**src/design/one_wire_master_top_defines.svh**
```systemverilog
// ----------------------------------------------------------------------------
// one_wire_master_top_defines
// Assertion macros shared by the 1-Wire master RTL.
// ----------------------------------------------------------------------------
`ifndef ONE_WIRE_MASTER_TOP_DEFINES_SVH
`define ONE_WIRE_MASTER_TOP_DEFINES_SVH

`ifndef SYNTHESIS

// a holds in a cycle -> b holds in the same cycle
`define OWM_ASSERT_IMPLY(label, clk, rst_n, a, b) \
    label: assert property (@(posedge clk) disable iff (!rst_n) (a) |-> (b)) \
        else $error("owm assertion failed");

// a holds in a cycle -> b holds in the next cycle
`define OWM_ASSERT_NEXT(label, clk, rst_n, a, b) \
    label: assert property (@(posedge clk) disable iff (!rst_n) (a) |=> (b)) \
        else $error("owm assertion failed");

`else

`define OWM_ASSERT_IMPLY(label, clk, rst_n, a, b)

`define OWM_ASSERT_NEXT(label, clk, rst_n, a, b)

`endif

`endif

```
**src/design/owm_pkg.sv**
```systemverilog
// ----------------------------------------------------------------------------
// owm_pkg
// Types, operation codes and bus timing constants of the 1-Wire master.
// ----------------------------------------------------------------------------
`timescale 1ns / 1ps
`default_nettype none

package owm_pkg;

    localparam int TICK_W = 10;

    localparam logic [1:0] OP_IDLE  = 2'd0;
    localparam logic [1:0] OP_RESET = 2'd1;
    localparam logic [1:0] OP_WRITE = 2'd2;
    localparam logic [1:0] OP_READ  = 2'd3;

    localparam logic [1:0] ACT_TICK = 2'd0;

    localparam logic [2:0] PH_LOW    = 3'd0;
    localparam logic [2:0] PH_SAMPLE = 3'd2;

    localparam logic [TICK_W-1:0] RST_LOW_LEN     = 10'd480;
    localparam logic [TICK_W-1:0] RST_WAIT_LEN    = 10'd70;
    localparam logic [TICK_W-1:0] RST_TAIL_LEN    = 10'd410;
    localparam logic [TICK_W-1:0] WR1_LOW_LEN     = 10'd2;
    localparam logic [TICK_W-1:0] WR1_REL_LEN     = 10'd58;
    localparam logic [TICK_W-1:0] WR0_LOW_LEN     = 10'd60;
    localparam logic [TICK_W-1:0] WR0_REL_LEN     = 10'd2;
    localparam logic [TICK_W-1:0] RD_LOW_LEN      = 10'd2;
    localparam logic [TICK_W-1:0] RD_WAIT_LEN     = 10'd10;
    localparam logic [TICK_W-1:0] RD_TAIL_LEN     = 10'd48;
    localparam logic [TICK_W-1:0] NO_PHASE        = 10'd0;

    typedef struct packed {
        logic [1:0]        op;
        logic [2:0]        slot_phase;
        logic [TICK_W-1:0] tick_count;
        logic [2:0]        bit_index;
        logic [7:0]        shift_byte;
        logic              presence;
        logic [7:0]        last_read;
    } owm_state_t;

    typedef struct packed {
        logic drive_low;
        logic done;
        logic rejected;
    } owm_flags_t;

    function automatic logic [TICK_W-1:0] phase_len(input logic [1:0] op,
                                                     input logic [2:0] phase,
                                                     input logic       bit_val);
        logic [TICK_W-1:0] len;
        len = NO_PHASE;
        case (op)
            OP_RESET:
            begin
                if (phase == 3'd0) len = RST_LOW_LEN;
                else if (phase == 3'd1) len = RST_WAIT_LEN;
                else if (phase == 3'd2) len = RST_TAIL_LEN;
            end
            OP_WRITE:
            begin
                if (phase == 3'd0) len = bit_val ? WR1_LOW_LEN : WR0_LOW_LEN;
                else if (phase == 3'd1) len = bit_val ? WR1_REL_LEN : WR0_REL_LEN;
            end
            OP_READ:
            begin
                if (phase == 3'd0) len = RD_LOW_LEN;
                else if (phase == 3'd1) len = RD_WAIT_LEN;
                else if (phase == 3'd2) len = RD_TAIL_LEN;
            end
            default:
            begin
                len = NO_PHASE;
            end
        endcase
        return len;
    endfunction

endpackage

`default_nettype wire

```
**src/design/owm_step.sv**
```systemverilog
// ----------------------------------------------------------------------------
// owm_step
// Next-state and result logic for one request: start commands and ticks.
// ----------------------------------------------------------------------------
`timescale 1ns / 1ps
`default_nettype none

module owm_step (
    input  owm_pkg::owm_state_t state_cur,
    input  logic [1:0]          action,
    input  logic [7:0]          data_byte,
    input  logic                line_level,
    output owm_pkg::owm_state_t state_nxt,
    output owm_pkg::owm_flags_t flags
);
    import owm_pkg::*;

    logic              bit_cur;
    logic [TICK_W-1:0] len_cur;
    logic [TICK_W-1:0] tick_inc;
    logic [2:0]        phase_inc;

    always_comb
    begin
        state_nxt = state_cur;
        flags     = '0;
        bit_cur   = state_cur.shift_byte[state_cur.bit_index];
        len_cur   = phase_len(state_cur.op, state_cur.slot_phase, bit_cur);
        tick_inc  = state_cur.tick_count + 10'd1;
        phase_inc = state_cur.slot_phase + 3'd1;

        if (action != ACT_TICK)
        begin
            if (state_cur.op != OP_IDLE)
            begin
                flags.rejected = 1'b1;
            end
            else
            begin
                state_nxt.op         = action;
                state_nxt.slot_phase = 3'd0;
                state_nxt.tick_count = '0;
                state_nxt.bit_index  = 3'd0;
                state_nxt.shift_byte = (action == OP_WRITE) ? data_byte : 8'd0;
            end
        end
        else if (state_cur.op != OP_IDLE)
        begin
            flags.drive_low = (state_cur.slot_phase == PH_LOW);

            // sample point: presence on reset, data bit on read
            if (state_cur.slot_phase == PH_SAMPLE && state_cur.tick_count == '0)
            begin
                if (state_cur.op == OP_RESET)
                    state_nxt.presence = ~line_level;
                else if (state_cur.op == OP_READ && line_level)
                    state_nxt.shift_byte[state_cur.bit_index] = 1'b1;
            end

            state_nxt.tick_count = tick_inc;
            if (tick_inc >= len_cur)
            begin
                state_nxt.tick_count = '0;
                state_nxt.slot_phase = phase_inc;
                if (phase_len(state_cur.op, phase_inc, bit_cur) == NO_PHASE)
                begin
                    state_nxt.slot_phase = 3'd0;
                    if (state_cur.op == OP_RESET || state_cur.bit_index == 3'd7)
                    begin
                        if (state_cur.op == OP_READ)
                            state_nxt.last_read = state_nxt.shift_byte;
                        state_nxt.op        = OP_IDLE;
                        state_nxt.bit_index = 3'd0;
                        flags.done          = 1'b1;
                    end
                    else
                    begin
                        state_nxt.bit_index = state_cur.bit_index + 3'd1;
                    end
                end
            end
        end
    end

endmodule

`default_nettype wire

```
**src/design/one_wire_master_top.sv**
```systemverilog
// ----------------------------------------------------------------------------
// one_wire_master_top
// 1-Wire bus master stepped by one-microsecond tick requests.
// ----------------------------------------------------------------------------
// Each request is a start command (reset, write byte, read byte) or a tick
// carrying the sampled bus level; every request gives exactly one result with
// the drive level for that tick and status. One request is taken per clock
// while the input is not stalled; a request waits in the input register,
// its result is then captured in the result register, and the next request
// may be taken as the previous one advances. A stalled result holds the
// input register, which then stalls the input.
// A start command while an operation runs is flagged rejected and ignored.
`timescale 1ns / 1ps
`default_nettype none
`include "one_wire_master_top_defines.svh"

module one_wire_master_top (
    input  logic       clk,
    input  logic       rst_n,
    input  logic       in_valid,
    output logic       in_stall,
    input  logic [1:0] action,
    input  logic [7:0] data_byte,
    input  logic       line_level,
    output logic       out_valid,
    input  logic       out_stall,
    output logic       drive_low,
    output logic       busy_res,
    output logic       done_res,
    output logic       presence,
    output logic [7:0] received_byte,
    output logic       rejected
);
    import owm_pkg::*;

    logic       in_valid_reg, in_valid_next;
    logic [1:0] action_reg;
    logic [7:0] data_byte_reg;
    logic       line_level_reg;

    owm_state_t state_reg, state_next;
    owm_flags_t flags;

    logic       out_valid_reg, out_valid_next;
    logic       drive_low_reg, busy_reg, done_reg, rejected_reg;
    logic       presence_reg;
    logic [7:0] received_reg;

    logic advance;
    logic in_load;

    assign advance  = in_valid_reg && (!out_valid_reg || !out_stall);
    assign in_stall = in_valid_reg && !advance;
    assign in_load  = in_valid && !in_stall;

    always_comb
    begin
        in_valid_next = in_valid_reg;
        if (in_load)
            in_valid_next = 1'b1;
        else if (advance)
            in_valid_next = 1'b0;

        out_valid_next = out_valid_reg && out_stall;
        if (advance)
            out_valid_next = 1'b1;
    end

    owm_step u_step (
        .state_cur  (state_reg),
        .action     (action_reg),
        .data_byte  (data_byte_reg),
        .line_level (line_level_reg),
        .state_nxt  (state_next),
        .flags      (flags)
    );

    always_ff @(posedge clk or negedge rst_n)
    begin
        if (!rst_n)
        begin
            in_valid_reg  <= 1'b0;
            out_valid_reg <= 1'b0;
            state_reg     <= '0;
        end
        else
        begin
            in_valid_reg  <= in_valid_next;
            out_valid_reg <= out_valid_next;
            if (advance)
                state_reg <= state_next;
        end
    end

    always_ff @(posedge clk)
    begin
        if (in_load)
        begin
            action_reg     <= action;
            data_byte_reg  <= data_byte;
            line_level_reg <= line_level;
        end
        if (advance)
        begin
            drive_low_reg <= flags.drive_low;
            done_reg      <= flags.done;
            rejected_reg  <= flags.rejected;
            busy_reg      <= (state_next.op != OP_IDLE);
            presence_reg  <= state_next.presence;
            received_reg  <= state_next.last_read;
        end
    end

    assign out_valid     = out_valid_reg;
    assign drive_low     = drive_low_reg;
    assign busy_res      = busy_reg;
    assign done_res      = done_reg;
    assign presence      = presence_reg;
    assign received_byte = received_reg;
    assign rejected      = rejected_reg;

    `OWM_ASSERT_NEXT(a_advance_fills_out, clk, rst_n, advance, out_valid_reg)
    `OWM_ASSERT_IMPLY(a_done_not_busy, clk, rst_n, out_valid_reg && done_reg, !busy_reg)
    `OWM_ASSERT_IMPLY(a_reject_no_drive, clk, rst_n, out_valid_reg && rejected_reg,
                      !drive_low_reg && !done_reg)
    `OWM_ASSERT_IMPLY(a_idle_clean, clk, rst_n, state_reg.op == OP_IDLE,
                      state_reg.slot_phase == 3'd0 && state_reg.tick_count == '0)
    `OWM_ASSERT_IMPLY(a_phase_range, clk, rst_n, 1'b1, state_reg.slot_phase <= PH_SAMPLE)

endmodule

`default_nettype wire

```
**config.mk**
```make
export PLATFORM = sky130hd
export DESIGN_NAME = one_wire_master_top
export DESIGN_NICKNAME = d
export VERILOG_FILES = /design/src/design/owm_pkg.sv /design/src/design/owm_step.sv /design/src/design/one_wire_master_top.sv
export VERILOG_INCLUDE_DIRS = /design/src /design/src/design
export SDC_FILE = /design/constraint.sdc
export NUM_CORES = 1
export LEC_CHECK = 0
export ABC_AREA = 1
export BUFFER_PORTS_ARGS = -buffer_cell sky130_fd_sc_hd__buf_2
export CORE_AREA = 2 2 83 105
export DETAILED_ROUTE_END_ITERATION = 7
export DIE_AREA = 0 0 85 107
export HOLD_SLACK_MARGIN = 0.08
export PLACE_DENSITY = 0.58
export SYNTH_ARGS = -nofsm -noshare
export SYNTH_HDL_FRONTEND = slang
export SYNTH_SLANG_ARGS = --single-unit
```
**constraint.sdc**
```tcl
create_clock -name clk -period 4 [get_ports clk]
set_clock_uncertainty 0.1 [all_clocks]
set_input_delay 0.2 -clock clk [delete_from_list [all_inputs] [get_ports clk]]
set_output_delay 0.2 -clock clk [all_outputs]
set_load 0.05 [all_outputs]
```
# Word-level counts from Yosys, hierarchy flattened
# Index checks and enable logic that the tools add are counted.
# totals
reg_bits	61
in_bits	15
output_inout_bits	15
word_cells	118
# classes
add_sub_neg	3
order_cmp	3
eq_ne	10
mux	50
bitwise_logic	5
n_reduce_logical	29
# ops
op	count
two-way mux 10 bit	15
one-hot mux 10 bit (3 select lines)	2
two-way mux 8 bit	7
two-way mux 26 bit	2
two-way mux 9 bit	4
two-way mux 35 bit	1
two-way mux 6 bit	4
logical NOT 10 bit	2
two-way mux 18 bit	1
nonzero test 2 bit	7
adder 10 x 1 -> 10 bit, second input constant	1
>= comparator 10 bit	1
two-way mux 1 bit	8
OR 8 bit	1
logical AND 1 bit	7
adder 3 x 1 -> 3 bit, second input constant	2
== test 2 bit, second input constant	3
== test 3 x 1 -> 1 bit, second input constant	2
== test 3 x 2 -> 1 bit, second input constant	2
logical NOT 3 bit	2
two-way mux 3 bit	2
two-way mux 5 bit	1
AND reduction 5 bit	1
logical NOT 1 bit	4
14 further kinds	18

# Depth between registers and ports, before layout
# Gate-level depths: netlist (run 1).
# logic_depth
depth_word	16
depth_mapped	25
ltp_nobuf	25

# By module
# A second synthesis (run 1) with hierarchy kept.
# unflattened
hier_cells	497
hier_area_um2	3898.7
# modules_own_cells
mod	n_inst	cells_each	area_each_um2	seq_area_each_um2
one_wire_master_top	1	188	2243.4	1646.6
owm_step	1	309	1655.3	0.0

# Least setup slack after synthesis (run 1)
# OpenSTA, ideal clock, no wires.
# synth_timing
path_kind	reg2reg
startpoint	register state_reg[30] in the netlist's numbering
endpoint	register received_reg[7], in the netlist received_byte[7], data pin
setup_ns	0.255
arrival_time_ns	2.777
required_ns	3.645
setup_slack_ns	0.868
path_stages_with_launch	22
path_buffers	0
synth_period_minus_slack_ns	3.132
cell_sequence	dfrtp_1 > inv_1 > ha_1 > inv_1 > nor2_1 > inv_1 > nor2_1 > nand2_1 > o21ai_0 > o21bai_1 > a21oi_1 > ha_1 > nand2_1 > nor2_1 > nand2_1 > nand2_1 > o21bai_1 > nand3_1 > nand2_1 > a21oi_4 > nand4_1 > and2_1
# synth_lines
item	line_no	text
from (decl)	one_wire_master_top.sv:41	owm_state_t state_reg, state_next;
from (signal assigned)	one_wire_master_top.sv:91	state_reg <= state_next;
to (signal assigned)	one_wire_master_top.sv:110	received_reg <= state_next.last_read;
to (decl)	one_wire_master_top.sv:47	logic [7:0] received_reg;

==> out/metrics.csv, run 1 <==
stage;metric;value;unit
outcome;status;completed;
global_routing;grt_usage;19.3;%
sta;worst_slew_margin_rel;41.9;%
logic_synthesis;postSynthAreaPerCell;8.09;sq um
clocking;cts-resized-gates;0;
clocking;post_cts_buffers;0;
sta;fin_tns_setup;0;ns
global_routing;grt_pass1_vias;2968;
drt;wirelength;8200;um
setup_path;rr_startpoint;state_reg[30];
power;sw_frac_of_total;41.4;%
drt;drc;0;
finish;fillerInstances;766;
power;p_switching;0.00101;W
sta;worstMarginPinSlew;0.872;ns
place;port_buffers;29;
flow_run;maxCapViolCount;0;
sta;fmax;281;MHz
sta;setup_viol;0;
power;clkPwrFrac;26.0;%
clocking;clock-root-buffer;clkbuf_8;
place;place.gp.congestion;0.860;
clocking;clk_pin_slew_worst_paths;0.07;ns
logic_synthesis;synth.distinct_cells;34;
sta;hold_violations;0;
hold_path;hold_class;reg -> reg;
logic_synthesis;netlist.area_leader.share;26.0;%
finish;utilization;51.7;%
place;hpwl;5960;um
floorplanning;die_w;85;um
clocking;worst_skew_pair.late_latency;0.34;ns
global_routing;overflow;0;
clocking;cts_buffer_depth;2;
drt;ant_nets;0;
clocking;h-tree-depth;3;
sta;slew_viol_final;0;
global_routing;antenna_found_initial;0;
setup_path;crit_arrival;3.67;ns
finish;layout_commonest_cell;nand2_1;
power;powerDensity;584;nW/um^2
setup_path;crit_required;4.12;ns
sta;finalCriticalPeriod;3.56;ns
finish;largest_reg_flops;35;
setup_path;crit_fanout;9;
drt;avgViaCountPerCell;5.11;
global_routing;grt_max_degree;38;
drt;drtIter0Drc;118;
finish;layout_common_cells;nand2_1 (108), inv_1 (57), nor2_1 (44);
drt;wl_per_cell;13.8;um
logic_synthesis;yosysSeqAreaShare;46.2;%
drt;first_pass_iters;4;
power;p_leak;2.05;nW
logic_synthesis;synthesis.nets;476;
power;p_int;0.00143;W
sta;rsz0062_at_grt;no;
finish;nNetsFinal;526;
clocking;cts_buffers;9;
clocking;clock_sinks;61;
floorplanning;core-area;8100;sq um
floorplanning;die_h;107;um
floorplanning;initial_core_util;44.0;%
sta;post-route-period-util;88.9;%
finish;areaGrowthSynthToFinish;17.4;%
sta;fin_hold_ws;0.381;ns
logic_synthesis;syn_inst;441;
power;power;0.00245;W
logic_synthesis;yosysTopAreaCell;dfrtp_1;
floorplanning;num_rows;37;
setup_path;worstSetupStartpoint;state_reg[30];
finish;diodes;0;
hold_path;hp-start;state_reg[7];
power;vdd_drop_max;0.250;mV
logic_synthesis;synthTopCellsByArea;dfrtp_1 (26%), edfxtp_1 (20%), nand2_1 (11%);
setup_path;cp-end-kind;register;
power;power_frac_seq;34.3;%
clocking;cts_hold_buffers;14;
finish;drive_gt1_share;14.3;%
global_routing;grt_pass1_wl;13700;um
floorplanning;ios;30;
logic_synthesis;ys_seq_elements;61;
floorplanning;dieArea;9100;sq um
drt;num_vias;3033;
setup_path;critPathKind;reg -> reg;
clocking;cts_tree;yes;
logic_synthesis;synth_area;3570;sq um
power;combPwrFrac;39.7;%
setup_path;critPathLaunchType;register;
logic_synthesis;synth_warnings;0;
[logic make-up after synthesis]
logic type | share of synthesized area, %
and+or+nand+nor | 28.2
buffers and inverters | 8.28
DFF | 46.2
AOI/OAI and AO/OA | 9.08
adders and majority gates | 7.02
xor gates and xnor gates | 1.23
[path summary, 6_finish.rpt]
path | slack [ns] | cells after the start | end
max in group asynchronous | 2.84 | 2 | out_valid
worst min-delay path | 0.38 | 2 | state_reg[7]
worst max-delay path | 0.44 | 22 | received_byte[7]
worst min register to register | 0.38 | 2 | state_reg[7]
worst max register to register | 0.44 | 22 | received_byte[7]
min in group asynchronous | 0.41 | 2 | state_reg[25]
[Yosys cell counts]
master,instances
and2_1,8
o21ai_2,1
inv_1,57
inv_2,8
nor3_4,2
xnor2_1,1
nand3_2,1
nor3_1,6
o21ai_1,10
a21oi_2,1
nand3_1,29
clkinv_1,1
dfrtp_1,37
nand4_1,15
a22oi_1,9
o21ai_0,10
buf_6,1
nor2_1,45
clkinv_2,1
xor2_1,4
edfxtp_1,24
buf_2,3
nor4_1,2
nand2_2,4
nand2_1,108
clkbuf_1,3
clkbuf_2,1
nand3b_1,2
o21bai_1,2
ha_1,20
a211oi_1,1
a21oi_4,1
nor2_2,3
a21oi_1,20
[routing by layer]
layer / global-route usage, % / part of all wire [%]
met1: 22.6 / 44
met2: 34.0 / 51
met3: 3.23 / 2.2
met4: 8.73 / 2.6
met5: 0 / 0
[stage by stage]
step                      instances  area (sq um)  setup WS (ns)
after global routing            593          4190         0.0839
after CTS                       593          4190          0.453
after detailed placement        563          3820          0.471
after global placement          563          3820          0.580
final                           593          4190          0.445
after floorplan                 441          3570          0.868
[power by group through the flow]
stage               logic, W  clock network (W)  registers (W)
finish              0.000971           0.000636       0.000839
floorplan           0.000683                  0       0.000893
global placement    0.000959                  0       0.000848
detailed placement  0.000965                  0       0.000851
global route         0.00110           0.000673       0.000852
CTS                 0.000981           0.000649       0.000839
[cell type report]
cell class                      count  area (sq um)  share of cell area (%)
Clock buffer                       12           155                    3.70
Tap cell                           97           121                    2.90
Sequential cell                    61          1650                    39.3
Multi-Input combinational cell    305          1630                    38.9
Inverter                           67           253                    6.03
Timing Repair Buffer               47           315                    7.53
Clock inverter                      4          70.1                    1.67
[worst max-delay path: stages, from the launching register on]
cell,delay [ns]
dfrtp_1,0.43
inv_1,0.17
ha_1,0.22
inv_1,0.09
nor2_1,0.16
inv_1,0.11
nor2_1,0.19
nand2_1,0.07
o21ai_0,0.10
o21bai_1,0.16
a21oi_1,0.07
ha_1,0.31
nand2_1,0.06
nor2_1,0.10
nand2_1,0.06
nand2_1,0.05
o21bai_1,0.06
nand3_1,0.07
nand2_1,0.10
a21oi_4,0.29
nand3_2,0.23
nand2_1,0.13
and2_1,0.12
Power figures use the tool's default switching activity.
==> inputs of run 2 (changes only) <==
--- a/config.mk
+++ b/config.mk
@@ -13,6 +13,7 @@
 export DIE_AREA = 0 0 85 107
 export HOLD_SLACK_MARGIN = 0.08
 export PLACE_DENSITY = 0.58
+export SLEW_MARGIN = 15
 export SYNTH_ARGS = -nofsm -noshare
 export SYNTH_HDL_FRONTEND = slang
 export SYNTH_SLANG_ARGS = --single-unit
==> constraint.sdc (replaced) <==
create_clock -name clk -period 3.45 [get_ports clk]
set_clock_uncertainty 0.1 [all_clocks]
set_input_delay 0.69 -clock clk [delete_from_list [all_inputs] [get_ports clk]]
set_output_delay 0.69 -clock clk [all_outputs]
set_load 0.05 [all_outputs]
==> run 2 against run 1 <==
Net effect: global-route usage grew 0.22 points; clock power down 13%; count of clock-buffer cells in the layout is 1 higher; core utilization fell by 0.88 points; wire length grew 5.3%; combinational power grew 27%; sequential power up 16%; worst hold slack worse by 0.024 ns; flip-flop and latch count did not move; critical path type unchanged.
==> out/metrics.csv, run 2 (same netlist as run 1, synthesis figures left out) <==
stage;metric;value;unit
hold_path;hold_class;in -> async;
floorplanning;initial_core_util;44.0;%
clocking;cts_buffer_depth;2;
setup_path;cp-end-kind;register;
clocking;cts_buffers;9;
global_routing;antenna_found_initial;0;
sta;worstMarginPinSlew;0.895;ns
sta;fin_tns_setup;0;ns
finish;fin_cells;591;
place;placed_cell_area;3860;sq um
setup_path;r2r_setup_slack;0.22;ns
setup_path;critPathLaunchType;register;
clocking;worst_skew_pair.late_latency;0.35;ns
clocking;clock-root-buffer;clkbuf_8;
global_routing;grt_pass1_wl;13500;um
place;place.gp.congestion;0.918;
drt;drtIter0Drc;173;
finish;areaGrowthSynthToFinish;15.4;%
setup_path;worstRegToRegCells;21;
drt;wl_per_cell;14.6;um
drt;drc;0;
drt;wirelength;8640;um
setup_path;rr_endpoint;received_byte[3];
floorplanning;die_h;107;um
finish;diodes;0;
drt;ant_nets;0;
sta;post-route-period-util;93.7;%
floorplanning;num_rows;37;
place;port_buffers;29;
sta;slew_viol_final;0;
power;power;0.00276;W
setup_path;crit_arrival;3.24;ns
sta;fmax;309;MHz
outcome;status;completed;
global_routing;overflow;0;
finish;drive_gt1_share;18.2;%
drt;first_pass_iters;4;
floorplanning;die_w;85;um
power;vdd_drop_max;0.358;mV
drt;num_vias;3043;
sta;finalCriticalPeriod;3.23;ns
flow_run;maxCapViolCount;0;
finish;largest_reg_flops;35;
finish;fillerInstances;787;
clocking;cts_hold_buffers;0;
sta;hold_violations;0;
clocking;clock_sinks;61;
clocking;h-tree-depth;3;
finish;design_area;4120;sq um
global_routing;grt_pass1_vias;2818;
place;place_ws;0.0692;ns
global_routing;grt_max_degree;38;
drt;avgViaCountPerCell;5.15;
place;hpwl;6140;um
place;dp_cells;568;
sta;worst_slew_margin_rel;40.4;%
sta;setup_viol;0;
global_routing;grt_usage;19.5;%
finish;layout_common_cells;nand2_1 (106), inv_1 (55), nor2_1 (41);
setup_path;rr_startpoint;state_reg[31];
setup_path;crit_fanout;5;
power;p_leak;2.01;nW
floorplanning;dieArea;9100;sq um
power;powerDensity;670;nW/um^2
finish;layout_commonest_cell;nand2_1;
floorplanning;core-area;8100;sq um
clocking;cts_tree;yes;
finish;nNetsFinal;524;
floorplanning;ios;30;
setup_path;critPathKind;reg -> reg;
sta;fin_ws;0.219;ns
clocking;clk_pin_slew_worst_paths;0.07;ns
setup_path;crit_required;3.46;ns
[run 2: how the worst max path moves through the flow]
| stage | from | to | slack [ns] | cells after the start |
|---|---|---|---|---|
| 2_1_floorplan | state_reg[30] | received_byte[7] | 0.32 | 21 |
| 3_3_place_gp | state_reg[31] | received_byte[1] | 0.13 | 20 |
| 3_5_place_dp | state_reg[31] | received_byte[6] | 0.07 | 22 |
| 4_1_cts | state_reg[31] | received_byte[6] | 0.05 | 22 |
| 5_1_grt | state_reg[31] | received_byte[1] | -0.04 | 21 |
| 6_report | state_reg[31] | received_byte[3] | 0.22 | 21 |
[run 2: power breakdown]
group / switching, W / internal, W
Clock: 0.000279 / 0.000276
Sequential: 0.0000896 / 0.000882
Combinational: 0.000841 / 0.000393
Total: 0.00121 / 0.00155
[run 2: critical path, stage by stage, from the launching register on]
cell and delay (ns):
dfrtp_1 0.43, inv_2 0.11, ha_4 0.15, inv_1 0.08, nor2_2 0.10, inv_1 0.08
nor2_2 0.15, nand2_1 0.07, o21ai_1 0.09, o21bai_1 0.14, a21oi_1 0.06, ha_1 0.28
nand2_1 0.06, nor2_1 0.10, nand2_1 0.05, nand2_1 0.05, o21bai_1 0.06, nand3_1 0.08
nand2_2 0.11, a21oi_4 0.28, nand4_1 0.15, and2_1 0.19
[run 2: area by class of cell]
type,count,area (sq um),area share [%]
Clock buffer,13,149,3.62
Clock inverter,3,13.8,0.334
Inverter,67,253,6.14
Multi-Input combinational cell,306,1670,40.7
Sequential cell,61,1650,40.0
Tap cell,97,121,2.95
Timing Repair Buffer,44,258,6.26
[run 2: per-layer routing]
| metal | up-vias | wire (um) | global-route usage, % |
|---|---|---|---|
| met5 | - | 0 | 0 |
| met4 | 0 | 276 | 11.2 |
| met3 | 19 | 288 | 3.39 |
| met2 | 63 | 4430 | 33.4 |
| met1 | 1423 | 3640 | 22.6 |
| li1 | 1538 | - | - |
[run 2: per-stage QoR]
step	hold WS, ns	util (%)
3_3_place_gp	0.365	47.7
5_1_grt	0.405	50.8
3_5_place_dp	0.373	47.7
2_1_floorplan	0.294	-
6_report	0.357	50.8
4_1_cts	0.388	49.7
[run 2: timing repair]
item,4_1_cts,5_1_grt
setup buffers,0,6
resized for setup,0,14
endpoints found under the setup margin,0,32
hold endpoints to repair,0,0
==> inputs of run 3 (changes only) <==
--- a/config.mk
+++ b/config.mk
@@ -6,11 +6,11 @@
 export SDC_FILE = /design/constraint.sdc
 export NUM_CORES = 1
 export LEC_CHECK = 0
-export ABC_AREA = 1
 export BUFFER_PORTS_ARGS = -buffer_cell sky130_fd_sc_hd__buf_2
-export CORE_AREA = 2 2 83 105
+export CAP_MARGIN = 20
+export CORE_AREA = 2 2 80 101
 export DETAILED_ROUTE_END_ITERATION = 7
-export DIE_AREA = 0 0 85 107
+export DIE_AREA = 0 0 82 103
 export HOLD_SLACK_MARGIN = 0.08
 export PLACE_DENSITY = 0.58
 export SLEW_MARGIN = 15
==> run 3 against run 2 <==
Net effect: the run now ends with negative setup slack left; non-clock buffer count is 11 higher; synthesized area is 7.3% lower; combinational power is 29% lower; critical path depth is 8 lower; critical path type unchanged; largest cell class is now flip-flops and latches; largest power group is now sequential cells.
==> out/metrics.csv, run 3 <==
stage;metric;value;unit
finish;layout_commonest_cell;dfrtp_1;
global_routing;antenna_found_initial;0;
setup_path;cp-end-kind;register;
global_routing;overflow;0;
power;power_frac_seq;38.5;%
setup_path;critPathLaunchType;register;
floorplanning;core-area;7570;sq um
finish;largest_reg_flops;35;
power;p_leak;1.83;nW
drt;wirelength;7150;um
logic_synthesis;yosysTopAreaCell;dfrtp_1;
drt;first_pass_iters;4;
logic_synthesis;async_reset_ff_share;60.7;%
logic_synthesis;syn_inst;299;
outcome;violations;negative setup slack;
flow_run;maxCapViolCount;0;
clocking;cts_tree;yes;
floorplanning;die_h;103;um
clocking;clock_sinks;61;
setup_path;critPathKind;reg -> reg;
finish;fillerInstances;677;
place;place.gp.congestion;0.874;
finish;nNetsFinal;389;
setup_path;crit_required;3.44;ns
drt;wl_per_cell;15.7;um
floorplanning;initial_core_util;43.7;%
sta;fin_hold_ws;0.374;ns
power;p_switching;0.000863;W
setup_path;worstSetupStartpoint;state_reg[17];
clocking;cts_buffers;9;
floorplanning;dieArea;8450;sq um
finish;layout_common_cells;dfrtp_1 (36), nor2_1 (32), buf_2 (29);
hold_path;hold_class;in -> async;
setup_path;crit_arrival;3.54;ns
sta;post-route-period-util;103;%
place;port_buffers;29;
floorplanning;num_rows;36;
logic_synthesis;synth_edf_count;24;
logic_synthesis;synth.distinct_cells;49;
outcome;status;finished, violations left;
global_routing;grt_usage;19.4;%
drt;ant_nets;0;
sta;fmax;281;MHz
power;p_int;0.00160;W
power;clkPwrFrac;26.0;%
logic_synthesis;synthTopCellsByArea;dfrtp_1 (28%), edfxtp_1 (22%), ha_1 (7.6%);
drt;drtIter0Drc;84;
clocking;h-tree-depth;3;
place;place_ws;-0.166;ns
logic_synthesis;postSynthAreaPerCell;11.1;sq um
finish;areaGrowthSynthToFinish;20.7;%
sta;setup_viol;16;
sta;fin_ws;-0.107;ns
power;combPwrFrac;35.4;%
power;power;0.00246;W
logic_synthesis;synthesis.nets;334;
setup_path;rr_startpoint;state_reg[17];
sta;worst_slew_margin_rel;40.1;%
place;hpwl;5220;um
sta;worstMarginPinSlew;0.899;ns
floorplanning;ios;30;
setup_path;crit_fanout;8;
clocking;clk_pin_slew_worst_paths;0.08;ns
global_routing;grt_max_degree;38;
sta;slew_viol_final;0;
global_routing;grt_pass1_wl;12200;um
drt;avgViaCountPerCell;5.33;
logic_synthesis;synth_flop_cell;dfrtp_1;
clocking;clock-root-buffer;clkbuf_8;
clocking;worst_skew_pair.late_latency;0.34;ns
finish;diodes;0;
drt;num_vias;2418;
logic_synthesis;yosysMostFrequentCell;dfrtp_1;
sta;rsz0062_at_grt;yes;
logic_synthesis;netlist.area_leader.share;28.0;%
drt;drc;0;
logic_synthesis;ys_seq_elements;61;
logic_synthesis;yosysSeqAreaShare;49.8;%
clocking;cts_buffer_depth;2;
power;powerDensity;617;nW/um^2
sta;finalCriticalPeriod;3.56;ns
global_routing;grt_pass1_vias;2516;
logic_synthesis;synth_area;3310;sq um
power;vdd_drop_max;0.371;mV
logic_synthesis;synth_warnings;0;
sta;hold_violations;0;
finish;drive_gt1_share;32.6;%
logic_synthesis;synth_commonest_cells;dfrtp_1 (37), nor2_1 (32), nand2_1 (26);
power;sw_frac_of_total;35.0;%
clocking;cts_hold_buffers;0;
floorplanning;die_w;82;um
-- run 3: changes by cell type after synthesis, sizes merged, moves of 6 or more --
cell and delta:
a221oi +8, mux2 +19, o21ai -14, a21oi -15, clkbuf +6, nand2b +16, nand4 -10, nor2 -16
a22oi -7, inv -52, a31o +6, nand2 -85, nand3 -23
-- run 3: logic make-up after synthesis --
group	after synthesis	synth area share (%)
AND/OR/NAND/NOR	113	18.0
flip-flops	61	49.8
AO/OA/AOI/OAI	48	10.9
buffers and inverters	25	2.88
multiplexers	23	8.44
adder cells (fa/ha/maj)	20	7.57
XOR/XNOR	9	2.38
-- run 3: final cells by class --
type | instances | area [sq um] | area share [%]
Sequential cell | 61 | 1650 | 41.3
Multi-Input combinational cell | 213 | 1630 | 40.8
Timing Repair Buffer | 55 | 344 | 8.62
Clock buffer | 9 | 124 | 3.10
Tap cell | 95 | 119 | 2.98
Clock inverter | 7 | 75.1 | 1.88
Inverter | 14 | 52.6 | 1.32
-- run 3: routing by layer --
metal,up-vias,global-route usage (%),part of all wire (%)
li1,1185,-,-
met1,1187,22.5,42
met2,35,34.1,54
met3,11,4.47,2.1
met4,0,7.82,2.2
met5,-,0,0
-- run 3: final timing paths --
check                                   end  slack (ns)  cells past startpoint
max                        received_byte[7]       -0.11                     13
max in group asynchronous     state_reg[17]        2.26                      1
min in group clk                  out_valid        0.40                      1
min reg2reg                       out_valid        0.40                      1
min                            state_reg[2]        0.37                      1
max reg2reg                received_byte[7]       -0.11                     13
-- run 3: power groups by stage --
stage / Combinational [W] / Sequential [W] / Clock (W)
after floorplan: 0.000527 / 0.000987 / 0
after global placement: 0.000846 / 0.000964 / 0
after detailed placement: 0.000855 / 0.000964 / 0
after CTS: 0.000859 / 0.000949 / 0.000660
after global routing: 0.000977 / 0.000964 / 0.000689
final: 0.000873 / 0.000949 / 0.000642
-- run 3: worst max-delay path, cell delays in order, from the launching register on --
cell and delay, ns:
dfrtp_2 0.40, mux4_2 0.51, mux2i_2 0.20, nand2_2 0.11
a211oi_4 0.30, nor2_1 0.09, ha_1 0.31, nand2_2 0.06
o311ai_2 0.23, o22ai_2 0.13, a2111oi_4 0.31, buf_6 0.18
nand2_8 0.08, mux2_2 0.28
-- run 3: timing repair --
| action | in CTS | in global routing |
|---|---|---|
| setup buffers | 0 | 1 |
| endpoints found under the setup margin | 24 | 34 |
| resized for setup | 2 | 6 |
| hold endpoints to repair | 0 | 0 |
| gates cloned | 0 | 0 |
| pin swaps | 3 | 3 |
-- run 3: metrics by stage --
stage	instances	TNS, ns	util, %	cell area [sq um]
2_1_floorplan	299	-1.41	-	3350
3_3_place_gp	437	-1.35	49.5	3750
3_5_place_dp	437	-1.98	49.5	3750
4_1_cts	453	-1.82	52.3	3960
5_1_grt	454	-5.91	52.7	3990
6_report	454	-1.32	52.7	3990
